--- src/hw/rtl/jsu_pkg.sv ---
`default_nettype none

package jsu_pkg;

    // Hard ceiling on the decoded string length; the register limit is clipped to it.
    localparam int LIMIT_MAX = 4096;

    localparam int CFG_W = 13;
    localparam logic [CFG_W-1:0] MAX_BYTES_RESET = 13'd4096;

    // Result kinds
    localparam logic [1:0] KIND_DATA  = 2'd0;
    localparam logic [1:0] KIND_CLOSE = 2'd1;
    localparam logic [1:0] KIND_ERROR = 2'd2;

    // Decoder modes
    localparam logic [3:0] MODE_IDLE    = 4'd0;
    localparam logic [3:0] MODE_STR     = 4'd1;
    localparam logic [3:0] MODE_ESC     = 4'd2;
    localparam logic [3:0] MODE_HEX1    = 4'd3;
    localparam logic [3:0] MODE_SURR_BS = 4'd4;
    localparam logic [3:0] MODE_SURR_U  = 4'd5;
    localparam logic [3:0] MODE_HEX2    = 4'd6;

    // Register index of the configuration space
    localparam int REG_MAX_STRING_BYTES = 0;

    // All results caused by one input transaction
    typedef struct packed {
        logic            valid;
        logic [1:0]      kind;
        logic [1:0]      last_idx;
        logic [3:0][7:0] bytes;
    } jsu_group_t;

endpackage

`default_nettype wire

--- src/hw/rtl/jsu_ifs.sv ---
`default_nettype none

interface jsu_in_if;
    logic       valid;
    logic       ready;
    logic [7:0] in_byte;
    logic       end_of_input;

    modport source (output valid, output in_byte, output end_of_input, input ready);
    modport sink (input valid, input in_byte, input end_of_input, output ready);
endinterface

interface jsu_out_if;
    logic       valid;
    logic       ready;
    logic [1:0] result_kind;
    logic [7:0] out_byte;
    logic       last_of_run;

    modport source (output valid, output result_kind, output out_byte, output last_of_run,
                    input ready);
    modport sink (input valid, input result_kind, input out_byte, input last_of_run,
                  output ready);
endinterface

`default_nettype wire

--- src/hw/rtl/jsu_decode.sv ---
`default_nettype none

module jsu_decode import jsu_pkg::*; (
    input  wire logic             clk,
    input  wire logic             rst_n,
    input  wire logic             accept,
    input  wire logic [7:0]       in_byte,
    input  wire logic             end_of_input,
    input  wire logic [CFG_W-1:0] max_bytes,
    output jsu_group_t            grp
);

    logic [3:0]       mode_reg,  mode_next;
    logic [15:0]      acc_reg,   acc_next;
    logic [1:0]       cnt_reg,   cnt_next;
    logic [9:0]       hi_reg,    hi_next;
    logic [CFG_W-1:0] count_reg, count_next;

    function automatic logic [4:0] hex_val(input logic [7:0] c);
        logic [4:0] r;
        r = 5'd0;
        if (c >= 8'h30 && c <= 8'h39) r = {1'b1, 4'(c - 8'h30)};
        else if (c >= 8'h61 && c <= 8'h66) r = {1'b1, 4'(c - 8'h57)};
        else if (c >= 8'h41 && c <= 8'h46) r = {1'b1, 4'(c - 8'h37)};
        return r;
    endfunction

    logic [4:0]      hv;
    logic [15:0]     acc_shift;
    logic [20:0]     cp;
    logic            do_fail;
    logic            do_emit;
    logic [2:0]      emit_len;
    logic [3:0][7:0] emit_b;
    logic [16:0]     lim;
    logic [16:0]     need;

    always_comb
    begin
        mode_next  = mode_reg;
        acc_next   = acc_reg;
        cnt_next   = cnt_reg;
        hi_next    = hi_reg;
        count_next = count_reg;
        grp        = '0;
        grp.kind   = KIND_DATA;
        do_fail    = 1'b0;
        do_emit    = 1'b0;
        emit_len   = 3'd1;
        emit_b     = '0;
        cp         = 21'd0;
        hv         = hex_val(in_byte);
        acc_shift  = {acc_reg[11:0], hv[3:0]};

        if (end_of_input) begin
            do_fail = 1'b1;
        end else begin
            case (mode_reg)
                MODE_IDLE:
                begin
                    if (in_byte == 8'h22) begin
                        mode_next  = MODE_STR;
                        count_next = '0;
                    end else if (!(in_byte == 8'h20 || in_byte == 8'h09 ||
                                   in_byte == 8'h0D || in_byte == 8'h0A)) begin
                        do_fail = 1'b1;
                    end
                end
                MODE_STR:
                begin
                    if (in_byte == 8'h22) begin
                        mode_next = MODE_IDLE;
                        grp.valid = 1'b1;
                        grp.kind  = KIND_CLOSE;
                    end else if (in_byte < 8'h20) begin
                        do_fail = 1'b1;
                    end else if (in_byte == 8'h5C) begin
                        mode_next = MODE_ESC;
                    end else begin
                        do_emit   = 1'b1;
                        emit_b[0] = in_byte;
                    end
                end
                MODE_ESC:
                begin
                    do_emit = 1'b1;
                    case (in_byte)
                        8'h22:   emit_b[0] = 8'h22;
                        8'h5C:   emit_b[0] = 8'h5C;
                        8'h2F:   emit_b[0] = 8'h2F;
                        8'h62:   emit_b[0] = 8'h08;
                        8'h66:   emit_b[0] = 8'h0C;
                        8'h6E:   emit_b[0] = 8'h0A;
                        8'h72:   emit_b[0] = 8'h0D;
                        8'h74:   emit_b[0] = 8'h09;
                        8'h75:
                        begin
                            do_emit   = 1'b0;
                            mode_next = MODE_HEX1;
                            acc_next  = '0;
                            cnt_next  = '0;
                        end
                        default:
                        begin
                            do_emit = 1'b0;
                            do_fail = 1'b1;
                        end
                    endcase
                end
                MODE_SURR_BS:
                begin
                    if (in_byte != 8'h5C) do_fail = 1'b1;
                    else mode_next = MODE_SURR_U;
                end
                MODE_SURR_U:
                begin
                    if (in_byte != 8'h75) begin
                        do_fail = 1'b1;
                    end else begin
                        mode_next = MODE_HEX2;
                        acc_next  = '0;
                        cnt_next  = '0;
                    end
                end
                MODE_HEX1, MODE_HEX2:
                begin
                    if (!hv[4]) begin
                        do_fail = 1'b1;
                    end else begin
                        acc_next = acc_shift;
                        if (cnt_reg != 2'd3) begin
                            cnt_next = cnt_reg + 2'd1;
                        end else begin
                            cnt_next = '0;
                            if (mode_reg == MODE_HEX1) begin
                                if (acc_shift >= 16'hD800 && acc_shift <= 16'hDBFF) begin
                                    hi_next   = acc_shift[9:0];
                                    mode_next = MODE_SURR_BS;
                                end else if (acc_shift >= 16'hDC00) begin
                                    if (acc_shift <= 16'hDFFF) do_fail = 1'b1;
                                    else do_emit = 1'b1;
                                end else begin
                                    do_emit = 1'b1;
                                end
                                cp = {5'd0, acc_shift};
                            end else begin
                                if (acc_shift < 16'hDC00 || acc_shift > 16'hDFFF) begin
                                    do_fail = 1'b1;
                                end else begin
                                    do_emit = 1'b1;
                                end
                                cp = 21'h10000 + {1'b0, hi_reg, acc_shift[9:0]};
                            end
                            // UTF-8 encode of the finished code point
                            if (cp <= 21'h7F) begin
                                emit_len  = 3'd1;
                                emit_b[0] = cp[7:0];
                            end else if (cp <= 21'h7FF) begin
                                emit_len  = 3'd2;
                                emit_b[0] = 8'hC0 | {3'd0, cp[10:6]};
                                emit_b[1] = {2'b10, cp[5:0]};
                            end else if (cp <= 21'hFFFF) begin
                                emit_len  = 3'd3;
                                emit_b[0] = 8'hE0 | {4'd0, cp[15:12]};
                                emit_b[1] = {2'b10, cp[11:6]};
                                emit_b[2] = {2'b10, cp[5:0]};
                            end else begin
                                emit_len  = 3'd4;
                                emit_b[0] = 8'hF0 | {5'd0, cp[20:18]};
                                emit_b[1] = {2'b10, cp[17:12]};
                                emit_b[2] = {2'b10, cp[11:6]};
                                emit_b[3] = {2'b10, cp[5:0]};
                            end
                        end
                    end
                end
                default:
                begin
                    do_fail = 1'b1;
                end
            endcase
        end

        lim  = (17'(max_bytes) > 17'(LIMIT_MAX)) ? 17'(LIMIT_MAX) : 17'(max_bytes);
        need = 17'(count_reg) + 17'(emit_len);

        if (do_emit) begin
            if (need > lim) begin
                do_fail = 1'b1;
            end else begin
                grp.valid    = 1'b1;
                grp.kind     = KIND_DATA;
                grp.last_idx = 2'(emit_len - 3'd1);
                grp.bytes    = emit_b;
                count_next   = CFG_W'(need);
                mode_next    = MODE_STR;
            end
        end

        if (do_fail) begin
            mode_next    = MODE_IDLE;
            acc_next     = '0;
            cnt_next     = '0;
            hi_next      = '0;
            grp.valid    = 1'b1;
            grp.kind     = KIND_ERROR;
            grp.last_idx = 2'd0;
            grp.bytes    = '0;
        end
    end

    always_ff @(posedge clk or negedge rst_n)
    begin
        if (!rst_n) begin
            mode_reg  <= MODE_IDLE;
            acc_reg   <= '0;
            cnt_reg   <= '0;
            hi_reg    <= '0;
            count_reg <= '0;
        end else if (accept) begin
            mode_reg  <= mode_next;
            acc_reg   <= acc_next;
            cnt_reg   <= cnt_next;
            hi_reg    <= hi_next;
            count_reg <= count_next;
        end
    end

endmodule

`default_nettype wire

--- src/hw/rtl/jsu_emit.sv ---
`default_nettype none

module jsu_emit import jsu_pkg::*; (
    input  wire logic        clk,
    input  wire logic        rst_n,
    input  wire logic        load,
    input  wire jsu_group_t  grp_in,
    output logic             load_ready,
    jsu_out_if.source        out_ch
);

    jsu_group_t grp_reg;
    logic       valid_reg;
    logic [1:0] idx_reg;
    logic       take;
    logic       done;

    assign take       = valid_reg && out_ch.ready;
    assign done       = take && (idx_reg == grp_reg.last_idx);
    assign load_ready = !valid_reg || done;

    assign out_ch.valid       = valid_reg;
    assign out_ch.result_kind = grp_reg.kind;
    assign out_ch.out_byte    = (grp_reg.kind == KIND_DATA) ? grp_reg.bytes[idx_reg] : 8'd0;
    assign out_ch.last_of_run = (idx_reg == grp_reg.last_idx);

    // Hold the group's payload; no reset needed
    always_ff @(posedge clk)
    begin
        if (load && grp_in.valid) grp_reg <= grp_in;
    end

    always_ff @(posedge clk or negedge rst_n)
    begin
        if (!rst_n) begin
            valid_reg <= 1'b0;
            idx_reg   <= '0;
        end else if (load && grp_in.valid) begin
            valid_reg <= 1'b1;
            idx_reg   <= '0;
        end else if (done) begin
            valid_reg <= 1'b0;
            idx_reg   <= '0;
        end else if (take) begin
            idx_reg <= idx_reg + 2'd1;
        end
    end

endmodule

`default_nettype wire

--- src/hw/rtl/json_string_unescape_utf8.sv ---
`default_nettype none

// JSON string unescaper with UTF-8 output. Feed one byte of JSON text per
// input transaction (or an end-of-data mark); the block skips leading
// whitespace, expects an opening quote, and returns the decoded string as a
// stream of result transactions: data bytes, then a close or an error
// result, with last_of_run marking the final result of each input
// transaction. \uXXXX escapes (including surrogate pairs) expand to 1..4
// UTF-8 bytes. The limit on decoded bytes is the max_string_bytes register
// at byte address 0, clipped to LIMIT_MAX. Rate: an input byte is decoded
// in one pass into a result register, so one input transaction is taken
// per cycle while the result register is free; results leave one per
// cycle while the output is ready, and input is held (ready low) until
// the last result of a transaction leaves. The next input is taken in
// the same cycle the last result of the previous one leaves.
module json_string_unescape_utf8 import jsu_pkg::*; (
    input  wire logic        clk,
    input  wire logic        rst_n,
    jsu_in_if.sink           in_ch,
    jsu_out_if.source        out_ch,
    input  wire logic        psel,
    input  wire logic        penable,
    input  wire logic        pwrite,
    input  wire logic [1:0]  paddr,
    input  wire logic [31:0] pwdata,
    output logic      [31:0] prdata,
    output logic             pready
);

    logic [CFG_W-1:0] max_bytes_reg;
    logic             cfg_write;
    logic             load_ready;
    logic             accept;
    jsu_group_t       grp;

    // Configuration: single register, every word address in the port maps to it
    assign pready    = 1'b1;
    assign cfg_write = psel && penable && pwrite;
    assign prdata    = (32'(paddr >> 2) == 32'(REG_MAX_STRING_BYTES)) ?
                       {{(32-CFG_W){1'b0}}, max_bytes_reg} : 32'd0;

    always_ff @(posedge clk or negedge rst_n)
    begin
        if (!rst_n) begin
            max_bytes_reg <= MAX_BYTES_RESET;
        end else if (cfg_write && (32'(paddr >> 2) == 32'(REG_MAX_STRING_BYTES))) begin
            max_bytes_reg <= pwdata[CFG_W-1:0];
        end
    end

    // Take a new byte whenever the result register is free or drains this cycle
    assign in_ch.ready = load_ready;
    assign accept      = in_ch.valid && load_ready;

    jsu_decode u_decode (
        .clk          (clk),
        .rst_n        (rst_n),
        .accept       (accept),
        .in_byte      (in_ch.in_byte),
        .end_of_input (in_ch.end_of_input),
        .max_bytes    (max_bytes_reg),
        .grp          (grp)
    );

    jsu_emit u_emit (
        .clk        (clk),
        .rst_n      (rst_n),
        .load       (accept),
        .grp_in     (grp),
        .load_ready (load_ready),
        .out_ch     (out_ch)
    );

endmodule

`default_nettype wire
--- src/flat_wrapper.sv ---
// flat-port wrapper written by rule: the top's interface ports become plain ports
module json_string_unescape_utf8_flat import jsu_pkg::*;
  (clk, rst_n, psel, penable, pwrite, paddr, pwdata, prdata, pready, in_ch_valid, in_ch_in_byte, in_ch_end_of_input, in_ch_ready, out_ch_valid, out_ch_result_kind, out_ch_out_byte, out_ch_last_of_run, out_ch_ready);
  jsu_in_if in_ch_i ();
  jsu_out_if out_ch_i ();
  input  wire logic clk;
  input  wire logic rst_n;
  input  wire logic psel;
  input  wire logic penable;
  input  wire logic pwrite;
  input  wire logic [1:0] paddr;
  input  wire logic [31:0] pwdata;
  output logic      [31:0] prdata;
  output logic pready;
  input wire logic [$bits(in_ch_i.valid)-1:0] in_ch_valid;
  input wire logic [$bits(in_ch_i.in_byte)-1:0] in_ch_in_byte;
  input wire logic [$bits(in_ch_i.end_of_input)-1:0] in_ch_end_of_input;
  output wire logic [$bits(in_ch_i.ready)-1:0] in_ch_ready;
  output wire logic [$bits(out_ch_i.valid)-1:0] out_ch_valid;
  output wire logic [$bits(out_ch_i.result_kind)-1:0] out_ch_result_kind;
  output wire logic [$bits(out_ch_i.out_byte)-1:0] out_ch_out_byte;
  output wire logic [$bits(out_ch_i.last_of_run)-1:0] out_ch_last_of_run;
  input wire logic [$bits(out_ch_i.ready)-1:0] out_ch_ready;
  assign in_ch_i.valid = in_ch_valid;
  assign in_ch_i.in_byte = in_ch_in_byte;
  assign in_ch_i.end_of_input = in_ch_end_of_input;
  assign in_ch_ready = in_ch_i.ready;
  assign out_ch_valid = out_ch_i.valid;
  assign out_ch_result_kind = out_ch_i.result_kind;
  assign out_ch_out_byte = out_ch_i.out_byte;
  assign out_ch_last_of_run = out_ch_i.last_of_run;
  assign out_ch_i.ready = out_ch_ready;
  json_string_unescape_utf8 u_core (.clk(clk), .rst_n(rst_n), .in_ch(in_ch_i), .out_ch(out_ch_i), .psel(psel), .penable(penable), .pwrite(pwrite), .paddr(paddr), .pwdata(pwdata), .prdata(prdata), .pready(pready));
endmodule
--- config.mk ---
export PLATFORM = sky130hd
export DESIGN_NAME = json_string_unescape_utf8_flat
export DESIGN_NICKNAME = d
export VERILOG_FILES = /design/src/hw/rtl/jsu_pkg.sv /design/src/hw/rtl/jsu_ifs.sv /design/src/hw/rtl/jsu_decode.sv /design/src/hw/rtl/jsu_emit.sv /design/src/hw/rtl/json_string_unescape_utf8.sv /design/src/flat_wrapper.sv
export SDC_FILE = /design/constraint.sdc
export NUM_CORES = 1
export LEC_CHECK = 0
export ABC_AREA = 1
export BUFFER_PORTS_ARGS = -buffer_cell sky130_fd_sc_hd__buf_2
export CAP_MARGIN = 10
export CORE_ASPECT_RATIO = 1.2
export CORE_UTILIZATION = 55
export DETAILED_ROUTE_END_ITERATION = 7
export PLACE_DENSITY = 0.75
export SLEW_MARGIN = 20
export SYNTH_ARGS = -nofsm -noshare
export SYNTH_HDL_FRONTEND = slang
export SYNTH_SLANG_ARGS = --single-unit
--- constraint.sdc ---
create_clock -name clk -period 11.6 [get_ports clk]
set_input_delay 0.58 -clock clk [delete_from_list [all_inputs] [get_ports clk]]
set_output_delay 0.58 -clock clk [all_outputs]
set_load 0.01 [all_outputs]
==> results.yml, run 1 <==
drt:
  wire_per_inst_um: 14.5
  vias: 5618
  drt_drc_violations_left: 0
  viasPerCell: 5.37
  firstDrtPassIters: 5
  drtIter0Drc: 278
  ant_nets: 0
  drt_wl_total_um: 15100
die:
  start_util: 0.570
  ioPinCount: 96
  design.core.area_mm2: 0.0111
  die_area_mm2: 0.0119
  die_x_um: 99.9
  die-height_um: 119
  row_count: 42
logic_synthesis:
  async_flop_share: 0.633
  synth_edf_count: 33
  ys_dominant_reg_cell: "dfrtp_1"
  syn_area_per_cell_um2: 7.43
  netlist_instances: 851
  synth_warnings: 0
  yosysUniqueCellTypes: 50
  synth_area_leaders: "dfrtp_1, edfxtp_1, nand2_1, nand3_1, nor2_1"
  synth_top_area_frac: 0.222
  yosys_register_bits: 90
  yosysTopAreaCell: "dfrtp_1"
  syn_area_mm2: 0.00632
  synth.yosys.seq_area_share: 0.383
pwr:
  ir_worst_vdd_v: 0.0000847
  power_density_mw_per_mm2: 138
  p_leak_nw: 3.25
sta:
  finalCritPeriodShare: 0.507
  finalMaxSlewViolations: 0
  slew_headroom: 0.427
  fmax_mhz: 170
  rsz0062_at_grt: "no"
  hold_viol: 0
  period_needed_ns: 5.88
  final.setup_skew_ns: 0.0108
  fin_tns_setup_ns: 0
  tightest_slew_ns: 0.859
  setup_viol: 0
cts:
  clock_path_buffers: 2
  insertion_delay_ns: 0.34
  cts_sinks: 90
  cts_hold_buffers: 0
  cts_tree: "done"
  cts_resized: 0
  htree_levels: 3
  cts-root-buf: "clkbuf_16"
  post-cts-setup-buffer-count: 0
  clkTransAtPathRegs_ns: 0.06
  cts_made_buffers: 9
worst_setup_path:
  reg2reg_from: "u_core.u_decode.mode_reg[3]"
  startpoint_type: "flop"
  rr_endpoint: "u_core.u_decode.hi_reg[0]"
  path_class: "reg -> reg"
  cp_common_cell: "nand2_1"
  cp_max_fo: 19
  cpMaxStageDelayCell: "nand2_1"
  rrSetupSlack_ns: 5.72
  arrival_ns: 6.11
  worstRegToRegCells: 26
  endpoint_kind: "flop"
  crit_required_ns: 11.82
  slowest_delay_ns: 0.60
cells_and_area:
  area_growth_pct: 8.67
  fillCellCount: 1064
  layout-drive-gt1-share: 0.147
  fin_cells: 1047
  post-route-cell-area_mm2: 0.00687
  insertedDiodeCount: 0
  fin_util: 0.619
  largest_reg_flops: 31
  fin_nets: 961
grt:
  grt_max_degree: 58
  grt_pass1_vias: 5335
  grt_pass1_wl_um: 25000
  track_usage: 0.267
  antenna_found_initial: 0
  grt-ovfl-total: 0
run_status:
  status: "finished, final reports clean"
placed_design:
  place_congestion: 0.957
  placed_area_mm2: 0.00655
  dp.cells: 1031
  dpl.hpwl_um: 11300
  portBuffers: 54
job:
  cap_viol_max_count: 0
worst_hold_path:
  hold_path_class: "in -> async"
==> power breakdown <==
group	switching, W	internal (W)
registers	0.0000322	0.000376
logic	0.000162	0.0000712
clock network	0.000120	0.000186
total	0.000315	0.000633
==> worst max-delay path by stage <==
stage	startpoint	to	slack, ns	depth (start not counted)
floorplan	in_ch_in_byte[0]	u_core.u_decode.acc_reg[7]	7.04	30
global placement	in_ch_in_byte[1]	u_core.u_decode.hi_reg[5]	5.73	30
detailed placement	in_ch_in_byte[1]	u_core.u_decode.hi_reg[0]	5.56	30
CTS	u_core.u_decode.mode_reg[3]	u_core.u_decode.hi_reg[2]	5.75	26
global route	u_core.u_decode.mode_reg[2]	u_core.u_decode.hi_reg[4]	5.13	26
finish	u_core.u_decode.mode_reg[3]	u_core.u_decode.hi_reg[0]	5.72	26
==> cell families (layout without fill, tap and decap cells) <==
family                   Yosys count  after routing  synth area share
AO/OA/AOI/OAI                     97             97            0.0843
AND/OR/NAND/NOR                  492            492             0.352
XOR/XNOR                          16             16            0.0222
flip-flops                        90             90             0.383
multiplexers                      11             11            0.0196
buffers and inverters            120            144            0.0918
other                              2             20           0.00119
adder cells (fa/ha/maj)           23             23            0.0467
==> placed cells by master, fill, tap and decap left out, types with 2 or more instances in the layout <==
| cell | Yosys | routed |
|---|---|---|
| nand3_1 | 89 | 89 |
| mux2_2 | 11 | 11 |
| clkbuf_16 | 0 | 10 |
| a31oi_1 | 8 | 8 |
| nand2_2 | 6 | 6 |
| inv_1 | 60 | 59 |
| xor2_1 | 12 | 12 |
| nor4_1 | 4 | 4 |
| inv_2 | 11 | 12 |
| nor2_4 | 3 | 3 |
| buf_2 | 11 | 54 |
| nor2_1 | 118 | 118 |
| edfxtp_1 | 33 | 33 |
| nor3_1 | 8 | 8 |
| nor2_2 | 10 | 10 |
| o21ai_1 | 3 | 3 |
| o21ai_0 | 39 | 39 |
| clkinv_2 | 0 | 2 |
| o22ai_1 | 4 | 4 |
| ha_1 | 22 | 22 |
| nand3_2 | 9 | 9 |
| nand2_1 | 219 | 219 |
| dfrtp_1 | 56 | 56 |
| nand3b_1 | 3 | 3 |
| nand4_1 | 13 | 13 |
| xnor2_1 | 4 | 4 |
| conb_1 | 2 | 20 |
| clkinv_1 | 2 | 2 |
| a21oi_1 | 31 | 31 |
| nand2_4 | 3 | 3 |
| a21o_1 | 2 | 2 |
| o21a_1 | 3 | 3 |
==> layout make-up <==
type	instances	area (um^2)	area share
Inverter	73	274	0.0399
Tap cell	154	193	0.0281
Sequential cell	90	2420	0.352
Clock inverter	4	48.8	0.00710
Multi-Input combinational cell	659	3390	0.493
Clock buffer	12	268	0.0390
Timing Repair Buffer	55	278	0.0404
==> critical path: cells and delay by family, from the launching register on <==
kind	cells	cell delay [ns]
flops	1	0.40
fa+ha+maj	2	0.59
simple gates	21	4.09
buf+inv	1	0.11
compound gates	1	0.44
xor+xnor	1	0.14
==> synth_stat cells, types with 12 or more instances <==
master / number
nor2_1: 118
o21ai_0: 39
dfrtp_1: 56
a21oi_1: 31
ha_1: 22
nand4_1: 13
xor2_1: 12
inv_1: 60
edfxtp_1: 33
buf_4: 23
nand3_1: 89
nand2_1: 219
==> metal layers <==
layer | global-route usage | vias to the layer above | share of wire
met5 | 0 | - | 0
met3 | 0.0464 | 37 | 0.043
li1 | - | 2841 | -
met2 | 0.472 | 187 | 0.51
met4 | 0.100 | 0 | 0.030
met1 | 0.320 | 2553 | 0.42
==> metrics by stage <==
stage | setup WS [ns] | hold slack, ns | power [W]
after global placement | 5.73 | 0.464 | 0.000646
after floorplan | 7.04 | 0.284 | 0.000588
final | 5.72 | 0.371 | 0.000948
after global routing | 5.13 | 0.454 | 0.000998
after detailed placement | 5.56 | 0.470 | 0.000650
after CTS | 5.75 | 0.410 | 0.000954
Power figures use the tool's default switching activity.
==> run 2: changes to the inputs <==
ABC_AREA = 0   (was 1)
CORE_UTILIZATION = 52   (was 55)
PLACE_DENSITY = 0.74   (was 0.75)
clock period = 5.1 ns   (was 11.6 ns; I/O delays follow)
==> run 2 against run 1 <==
The run now ends with setup timing left. Global-route usage rose by 1.8 points. Sequential power increased by 130%. Non-clock buffer count rose by 97. Clock skew fell by 0.00087 ns. Worst hold slack got worse by 0.33 ns. Register-to-register slack got worse by 5.9 ns. Flip-flop and latch count is the same. Maximum frequency increased by 12%. Power grew 150%. Die area grew 2.6%. Worst setup slack got worse by 5.9 ns. Wire length grew 15%. Critical endpoint is now u_core.u_decode.count_reg[3]. Highest routed layer unchanged.
==> results.yml, run 2 <==
die:
  die_area_mm2: 0.0122
  die-height_um: 121
  start_util: 0.533
  row_count: 43
  ioPinCount: 96
  design.core.area_mm2: 0.0115
  die_x_um: 101
pwr:
  power_density_mw_per_mm2: 306
  ir_worst_vdd_v: 0.000231
  p_leak_nw: 3.25
logic_synthesis:
  async_flop_share: 0.633
  ys_dominant_reg_cell: "dfrtp_1"
  netlist_instances: 627
  synth.yosys.seq_area_share: 0.394
  synth_edf_count: 33
  synth_top_area_frac: 0.228
  yosys_register_bits: 90
  synth_warnings: 0
  yosysTopAreaCell: "dfrtp_1"
  yosysMostFrequentCell: "dfrtp_1"
  synth_commonest_cells: "dfrtp_1, nand2_1, nor2_1"
  syn_area_per_cell_um2: 9.78
  yosysUniqueCellTypes: 84
  synth_area_leaders: "dfrtp_1, edfxtp_1, ha_1, a22o_1, mux2_2"
  syn_area_mm2: 0.00613
cts:
  cts_tree: "done"
  cts_made_buffers: 9
  htree_levels: 3
  cts_sinks: 90
  clkTransAtPathRegs_ns: 0.07
  clock_path_buffers: 2
  cts-root-buf: "clkbuf_16"
  insertion_delay_ns: 0.35
drt:
  firstDrtPassIters: 5
  viasPerCell: 6.21
  drtIter0Drc: 467
  vias: 5652
  wire_per_inst_um: 19.1
  drt_drc_violations_left: 0
  drt_wl_total_um: 17400
  ant_nets: 0
placed_design:
  placed_area_mm2: 0.00705
  dpl.hpwl_um: 12500
  portBuffers: 54
  dp_worst_setup_slack_ns: -0.255
  place_congestion: 0.932
sta:
  fmax_mhz: 191
  tightest_slew_ns: 1.08
  finalMaxSlewViolations: 0
  fin_ws_ns: -0.144
  slew_headroom: 0.276
  setup_viol: 33
  period_needed_ns: 5.24
  finalCritPeriodShare: 1.03
  fin_tns_setup_ns: -1.79
  rsz0062_at_grt: "yes"
  final.setup_skew_ns: 0.00994
  hold_viol: 0
grt:
  grt_pass1_vias: 5361
  grt_pass1_wl_um: 26600
  antenna_found_initial: 0
  grt-ovfl-total: 0
  grt_max_degree: 58
  track_usage: 0.284
worst_setup_path:
  cp_max_fo: 8
  arrival_ns: 5.47
  slowest_delay_ns: 0.39
  crit_required_ns: 5.33
  cp_common_cell: "buf_4"
  cpMaxStageDelayCell: "dfrtp_1"
  rrSetupSlack_ns: -0.14
  path_class: "reg -> reg"
  endpoint_kind: "flop"
  startpoint_type: "flop"
job:
  cap_viol_max_count: 0
cells_and_area:
  insertedDiodeCount: 0
  post-route-cell-area_mm2: 0.00769
  mostFrequentLayoutCell: "buf_4"
  layout_common_cells: "buf_4, dfrtp_1, buf_2"
  fin_nets: 821
  fin_util: 0.668
  fillCellCount: 926
  layout-drive-gt1-share: 0.331
  area_growth_pct: 25.4
  largest_reg_flops: 31
run_status:
  status: "finished with violations"
  violations: "setup timing"
worst_hold_path:
  hold_path_class: "in -> async"
run 2: cell families (layout without fill, tap and decap cells):
kind of cell | Yosys count | after routing | synth area share
simple gates | 232 | 233 | 0.206
other cells | 2 | 20 | 0.00122
buf+inv | 75 | 181 | 0.0653
fa+ha+maj | 23 | 23 | 0.0481
mux | 26 | 26 | 0.0600
flops | 90 | 90 | 0.394
compound gates | 162 | 163 | 0.201
xor+xnor | 17 | 17 | 0.0243
run 2: cell type report:
cell class / count / area (um^2) / share of cell area
flip-flops and latches: 90 / 2420 / 0.314
multi-input cells: 482 / 3640 / 0.473
clock inverters: 6 / 72.6 / 0.00944
repair buffers: 152 / 1090 / 0.141
clock buffers: 10 / 229 / 0.0298
well taps: 157 / 196 / 0.0255
inverters: 13 / 48.8 / 0.00634
run 2: timing repair:
item                                    in CTS  in global routing
cloned                                       1                  3
gates resized for setup                     17                 29
endpoints found under the setup margin      69                 66
hold buffers                                 0                  0
setup buffers                                4                 10
pin swaps                                   14                 14
run 2: final timing paths:
path / startpoint / to / depth (start not counted)
setup / recovery: u_core.u_decode.mode_reg[3] / u_core.u_decode.count_reg[3] / 25
hold / removal: rst_n / u_core.u_emit.out_ch.valid / 2
setup reg to reg: u_core.u_decode.mode_reg[3] / u_core.u_decode.count_reg[3] / 25
hold reg to reg: u_core.u_decode.hi_reg[0] / u_core.u_decode.hi_reg[0] / 1
max in group asynchronous: rst_n / u_core.u_decode.mode_reg[2] / 2
min in group clk: pwdata[4] / u_core.max_bytes_reg[4] / 2
run 2: metrics by stage:
stage / std cells / hold slack (ns) / power [W]
floorplan: 645 / -0.0406 / 0.00138
global placement: 876 / 0.433 / 0.00157
detailed placement: 876 / 0.448 / 0.00160
CTS: 897 / 0.0808 / 0.00230
global route: 910 / 0.109 / 0.00246
finish: 910 / 0.0409 / 0.00235
run 2: worst max-delay path: cells and delay by family, from the launching register on:
family / cells / cell delay (ns)
and+or+nand+nor: 9 / 1.65
AOI/OAI and AO/OA: 6 / 1.06
buffers and inverters: 5 / 0.82
adders and majority gates: 3 / 0.67
DFF: 1 / 0.39
muxes: 1 / 0.33
xor gates and xnor gates: 1 / 0.19
run 2: where the power goes:
part	switching (W)	internal, W	total [W]
logic	0.000397	0.000336	0.000733
clock network	0.000304	0.000387	0.000691
registers	0.0000707	0.000859	0.000930
total	0.000772	0.00158	0.00235
run 2: routing by layer:
| layer | global-route usage | vias to the layer above | routed length [um] |
|---|---|---|---|
| li1 | - | 2581 | - |
| met1 | 0.329 | 2726 | 6670 |
| met5 | 0 | - | 0 |
| met2 | 0.498 | 274 | 8870 |
| met4 | 0.172 | 0 | 954 |
| met3 | 0.0346 | 71 | 924 |
